<file path="src/rtl/smm_pkg.sv">
// Shared types and constants for the square matrix multiply block.
package smm_pkg;

  localparam int MAX_N   = 64;
  localparam int ELEM_W  = 16;
  localparam int VAL_W   = 16;
  localparam int SUM_W   = 38;
  localparam int IDX_W   = $clog2(MAX_N);
  localparam int NSZ_W   = 7;
  localparam int PROD_W  = 2 * ELEM_W;

  typedef enum logic [1:0] {
    REQ_WR_A = 2'd0,
    REQ_WR_B = 2'd1,
    REQ_CALC = 2'd2
  } req_t;

  // operand token passed down the cell chain
  typedef struct packed {
    logic                     vld;
    logic                     first;
    logic                     last;
    logic [IDX_W-1:0]         k;
    logic signed [ELEM_W-1:0] a;
  } tok_t;

  // drain control for the sum shift chain
  typedef struct packed {
    logic load;
    logic shift;
  } drain_t;

endpackage

</file>
<file path="src/rtl/smm_cell.sv">
// One column cell: B column store, multiply-accumulate and sum shift stage.
module smm_cell
  import smm_pkg::*;
(
  input  logic                     clk,
  input  logic                     rst_n,
  input  logic                     b_we,
  input  logic [IDX_W-1:0]         b_waddr,
  input  logic signed [ELEM_W-1:0] b_wdata,
  input  tok_t                     tok_in,
  output tok_t                     tok_out,
  input  drain_t                   drain,
  input  logic signed [SUM_W-1:0]  sum_in,
  output logic signed [SUM_W-1:0]  sum_out,
  output logic                     done
);

  logic signed [ELEM_W-1:0] b_mem [MAX_N];
  logic signed [ELEM_W-1:0] b_rd_r;
  tok_t                     tok_r;
  logic signed [PROD_W-1:0] prod_r;
  logic                     p_vld_r;
  logic                     p_first_r;
  logic                     p_last_r;
  logic signed [SUM_W-1:0]  acc_r;
  logic signed [SUM_W-1:0]  acc_nxt;
  logic signed [SUM_W-1:0]  sum_r;
  logic                     done_r;

  always_ff @(posedge clk) begin
    if (b_we) begin
      b_mem[b_waddr] <= b_wdata;
    end
    b_rd_r <= b_mem[tok_in.k];
  end

  always_ff @(posedge clk) begin
    if (!rst_n) begin
      tok_r     <= '0;
      p_vld_r   <= 1'b0;
      p_first_r <= 1'b0;
      p_last_r  <= 1'b0;
      done_r    <= 1'b0;
    end else begin
      tok_r     <= tok_in;
      p_vld_r   <= tok_r.vld;
      p_first_r <= tok_r.first;
      p_last_r  <= tok_r.last;
      done_r    <= p_vld_r && p_last_r;
    end
  end

  always_comb begin
    acc_nxt = acc_r;
    if (p_vld_r) begin
      if (p_first_r) begin
        acc_nxt = SUM_W'(prod_r);
      end else begin
        acc_nxt = acc_r + SUM_W'(prod_r);
      end
    end
  end

  always_ff @(posedge clk) begin
    prod_r <= tok_r.a * b_rd_r;
    acc_r  <= acc_nxt;
    if (drain.load) begin
      sum_r <= acc_r;
    end else if (drain.shift) begin
      sum_r <= sum_in;
    end
  end

  assign tok_out = tok_r;
  assign sum_out = sum_r;
  assign done    = done_r;

endmodule

</file>
<file path="config.mk">
export PLATFORM = sky130hd
export DESIGN_NAME = smm_cell
export DESIGN_NICKNAME = d
export VERILOG_FILES = /design/src/rtl/smm_pkg.sv /design/src/rtl/smm_cell.sv
export SDC_FILE = /design/constraint.sdc
export NUM_CORES = 2
export LEC_CHECK = 0
export BUFFER_PORTS_ARGS = -buffer_cell sky130_fd_sc_hd__buf_2
export CAP_MARGIN = 25
export CORE_MARGIN = 4
export CORE_UTILIZATION = 40
export DETAILED_ROUTE_END_ITERATION = 12
export SKIP_CTS_REPAIR_TIMING = 1
export SYNTH_ARGS = -nofsm -noshare
export SYNTH_HDL_FRONTEND = slang
export SYNTH_SLANG_ARGS = --single-unit
export TNS_END_PERCENT = 1
</file>
<file path="constraint.sdc">
create_clock -name clk -period 5.45 [get_ports clk]
set_clock_uncertainty 0.1 [all_clocks]
set_input_delay 1.3625 -clock clk [delete_from_list [all_inputs] [get_ports clk]]
set_output_delay 1.3625 -clock clk [all_outputs]
set_load 0.05 [all_outputs]
</file>
# Word-level counts from Yosys, hierarchy flattened
# Memory sizes are Yosys's and may differ from the RTL's. A register that Yosys moved wholly into a read port is not among the register bits.
# Index checks and enable logic that the tools add are counted.
[word_totals]
ff_bits = 137
mem_bits_rw = 1024
wordCells = 22
n_memories = 1
out_inout_bits = 64
[mem_list]
columns = ["memory", "words", "word_bits", "rd", "rd_ports_with_merged_regs", "write_ports", "line_no", "text"]
rows = [
  ["b_mem", 64, 16, 1, 1, 1, "smm_cell.sv:18", "logic signed [ELEM_W-1:0] b_mem [MAX_N];"],
]
[op_classes]
mux = 5
mul = 1
addsub = 1
n_reduce_logical = 2
[ops]
columns = ["cell", "n"]
rows = [
  ["$mux W38", 3],
  ["$add A38 B32 Y38", 1],
  ["$mul A16 B16 Y32", 1],
  ["$mux W1", 2],
  ["$reduce_bool A2 Y1", 1],
  ["$logic_and A1 B1 Y1", 1],
]

# Longest topological paths before layout
[logic_depth]
word_depth = 2
mapped_depth = 23
mapped_depth_nobuf = 22

# Worst setup path after synthesis
# OpenSTA, ideal clock, no wires.
[synth_path]
path_kind = "register -> register"
from = "reg tok_r, in the netlist tok_out[15]"
to = "reg prod_r[30]"
stages_incl_launch_ff = 21
path_slack_ps = -838
t_required_ps = 5232
path_buffers = 1
synth_period_minus_slack_ps = 6288
arrival_time_ps = 6070
cell_sequence = "dfxtp_1 clkbuf_1 nand2_1 inv_1 fa_1 fa_1 fa_1 fa_1 fa_1 inv_1 fa_1 inv_1 ha_1 and3_1 nand2_1 nor2_1 nand2_1 o211a_1 o41ai_1 a21oi_1 xnor2_1"
[synth_via]
elab_chain_cells = 1
[synth_lines]
columns = ["element", "line_no", "text"]
rows = [
  ["start: declaration", "smm_cell.sv:20", "tok_t tok_r;"],
  ["start signal: assignment", "smm_cell.sv:45", "tok_r <= tok_in;"],
  ["$mul A16 B16 Y32", "smm_cell.sv:65", "prod_r <= tok_r.a * b_rd_r;"],
  ["end signal: assignment", "smm_cell.sv:65", ""],
  ["end: declaration", "smm_cell.sv:21", "logic signed [PROD_W-1:0] prod_r;"],
]
# No other way between the ends.
# A chain may end at the register's enable or synchronous reset.

# Worst setup path after layout
[layout_path]
from = "reg b_rd_r[4] (read register of b_mem)"
to = "reg prod_r[30]"
[layout_via]
elab_chain_cells = 1
[layout_lines]
columns = ["element", "line_no", "text"]
rows = [
  ["start: declaration", "smm_cell.sv:19", "logic signed [ELEM_W-1:0] b_rd_r;"],
  ["$mul A16 B16 Y32", "smm_cell.sv:65", ""],
]
# No other way between the ends.

==> impl_metrics.ini <==
[outcome]
status = complete, but fails checks
violations = negative setup slack

[sta]
max_freq_mhz = 174
fin_crit_sh_pct = 105
fin_crit_ps = 5740
setup_viol = 11
worst_slack_ps = -286
worstMarginPinSlew_ps = 874
worst_hold_slack_ps = 352
rsz0062_at_grt = yes
slew_headroom_pct = 41.7
slew_violations = 0
hold_viol = 0

[layout]
area_delta_synth_final_pct = 16.7
nets = 4062
drive_gt1_share_pct = 28.1
multi_input_area_mm2 = 0.0197
final_cell_count_no_fill = 5563
ff_latch_area_mm2 = 0.0346
fillers = 11700
fin_area_mm2 = 0.0650

[die]
io_pins = 154
die_h_um = 381
row_count = 136
die_w_um = 381
coreArea_mm2 = 0.138
die_area_mm2 = 0.145
initial_core_util_pct = 40.4

[worst_setup_path]
cp.depth = 20
rrSetupSlack_ps = -290
critPathRequiredTime_ps = 5950
start_kind = flip-flop
max_stage_delay_ps = 570
cp_common_cell = fa_1
cp_top_family = adder cells
timing.rr.start = b_rd_r[4]$_DFF_P_
worstPathCellList = and2_1 -> fa_1 -> inv_1 -> fa_2 -> fa_2 -> fa_1 -> inv_1 -> fa_1 -> fa_1 -> ha_4 -> and3_1 -> and3_4 -> a31oi_4 -> a21oi_2 -> o21bai_1 -> buf_4 -> o211a_1 -> o41ai_2 -> a21oi_1 -> xnor2_1
crit_fanout = 9
crit_type = flip-flop to flip-flop
cp-end-kind = flip-flop
cp.arrival_ps = 6230
path_buf_inv = 3
cpMaxStageDelayCell = fa_2
crit_start = b_rd_r[4]$_DFF_P_
rr_worst_depth = 20

[power_and_ir_drop]
power_switching_share_pct = 32.9
report.power.total_w = 0.0337
ir_worst_vdd_mv = 0.954
power_frac_comb_pct = 42.9
powerDensity_mw_per_mm2 = 519
power_frac_clock_pct = 25.6
switchingPower_w = 0.0111
sequentialPowerShare_pct = 31.5
p_int_w = 0.0226
leakagePower_nw = 23.4

[route]
drtPass1Iterations = 5
drc = 0
vias = 28600
routed_wl_um = 124000
via_per_inst = 5.14
ant_nets = 0
drt-initial-drc-count = 2076
routedWlPerCell_um = 22.3

[global_routing]
grt_max_degree = 82
grt-ovfl-total = 0
grt_pass1_wl_um = 192000
antenna_found_initial = 6
track_usage_pct = 17.3
first_global_vias = 30200

[clocking]
cts_buffer_depth = 3
clk_pin_slew_ps = 60
cts_made_buffers = 117
cts.sinks = 1177
clk_latency_ps = 750
htree_num_levels = 3
cts_tree = yes
cts-root-buf = clkbuf_16

[hold_path]
min_path_type = flip-flop to flip-flop
hold_start = p_last_r$_SDFF_PN0_
min_path_cells = 1

[synth]
ys.warnings.count = 0
synth_top_cell_area_share_pct = 59.3
synth_nets = 3684
synthDistinctLibCells = 69
synth_top_area_cell = edfxtp_1
ys_seq_area_share_pct = 62.0
ys_ff_latch = 1177
synth_cells = 3212
synth.area.top_cells = edfxtp_1 (59%), mux4_2 (14%), fa_1 (9.4%), dfxtp_1 (2.8%), ha_1 (2.7%)
avgSynthCellArea_um2 = 17.4
synth-edff-count = 1100
ys_async_sr_fraction_pct = 0
netlist_area_mm2 = 0.0557
ys.flop_type = edfxtp_1

[placement]
place_area_mm2 = 0.0605
gp_congestion = 0.817
dp_hpwl_um = 85900
dp.cells = 5327
io_buffers = 153

[run]
cap_violations = 0
==> final timing paths <==
| path | endpoint |
|---|---|
| hold reg to reg | done$_SDFF_PN0_ |
| setup / recovery | prod_r[30]$_DFF_P_ |
| hold / removal | done$_SDFF_PN0_ |
| setup reg to reg | prod_r[30]$_DFF_P_ |
==> sequential cells by signal, summed over array words and instances (netlist names), 16 cells and up <==
signal	flops
b_rd_r	16
sum_out	38
tok_out	25
acc_r	38
prod_r	32
b_mem	1024
==> logic make-up (layout without fill, tap and decap cells) <==
family,after synthesis,count (layout),share of synthesized area (%)
and+or+nand+nor,557,557,4.89
DFF,1177,1177,62.0
buffers and inverters,440,921,3.05
other,0,7,0
adders and majority gates,382,382,12.1
xor gates and xnor gates,62,62,0.974
AOI/OAI and AO/OA,218,218,2.54
muxes,376,376,14.4
==> placed cells by master, fill, tap and decap left out, types with 9 or more instances in the layout <==
cell type,n
edfxtp_1,1100
nor2_1,107
o21ai_0,48
xor2_1,19
clkinv_2,25
and2_1,155
a21oi_1,39
nor2b_1,10
dfxtp_1,52
mux4_2,336
dfxtp_4,16
buf_4,218
xnor2_1,43
clkbuf_1,14
mux2_2,39
o21a_1,10
dfxtp_2,9
nand2b_1,17
buf_12,28
a21o_1,31
clkinv_1,21
nor3_1,9
nand2_1,190
ha_1,112
o21ai_1,16
bufinv_16,24
buf_2,149
a21oi_2,10
clkbuf_16,117
inv_1,299
fa_1,258
nand3_1,18
==> Yosys cell counts (12+ instances only) <==
cell type,n
buf_2,32
inv_1,301
o21ai_0,51
and2_1,157
nand3_1,18
dfxtp_1,77
clkbuf_1,93
fa_1,263
a21o_1,31
mux2_2,39
a21oi_1,47
buf_1,13
edfxtp_1,1100
o21ai_1,14
mux4_2,336
ha_1,119
nor3_1,12
xor2_1,19
nor2_1,109
nand2b_1,17
nand2_1,192
xnor2_1,43
==> power groups by stage <==
stage | clock (W) | sequential (W) | combinational, W
after floorplan | 0 | 0.0109 | 0.00939
after global placement | 0 | 0.0108 | 0.0141
after detailed placement | 0 | 0.0108 | 0.0143
after CTS | 0.00885 | 0.0106 | 0.0144
after global routing | 0.00923 | 0.0107 | 0.0164
final | 0.00863 | 0.0106 | 0.0145
==> worst register-to-register path, cell delays in order, from the launching register on <==
cell	delay [ps]
dfxtp_4	370
and2_1	180
fa_1	530
inv_1	60
fa_2	570
fa_2	430
fa_1	490
inv_1	50
fa_1	510
fa_1	450
ha_4	290
and3_1	160
and3_4	200
a31oi_4	90
a21oi_2	180
o21bai_1	90
buf_4	150
o211a_1	240
o41ai_2	230
a21oi_1	120
xnor2_1	130
==> area by class of cell <==
class / count / area share, %
Antenna cell: 7 / 0.0269
Clock inverter: 90 / 1.85
Sequential cell: 1177 / 53.3
Clock buffer: 132 / 4.61
Multi-Input combinational cell: 1595 / 30.3
Timing Repair Buffer: 398 / 4.61
Tap cell: 1863 / 3.59
Inverter: 301 / 1.74
==> per-layer routing <==
layer  track usage, %  vias up  share of wire, %
li1                 -    12800                 -
met1             24.6    14900                44
met2             27.9      713                48
met3             2.78      166               5.5
met4             4.41        2               2.6
met5                0        -             0.016
==> per-stage QoR <==
step | setup slack, ps | TNS (ps) | util, %
6_report | -286 | -1600 | 47.1
5_1_grt | -490 | -4690 | 47.1
4_1_cts | -504 | -4390 | 46.9
3_5_place_dp | -505 | -4250 | 43.9
3_3_place_gp | -361 | -3070 | 43.7
2_1_floorplan | -130 | -564 | -
Power figures use the tool's default switching activity.
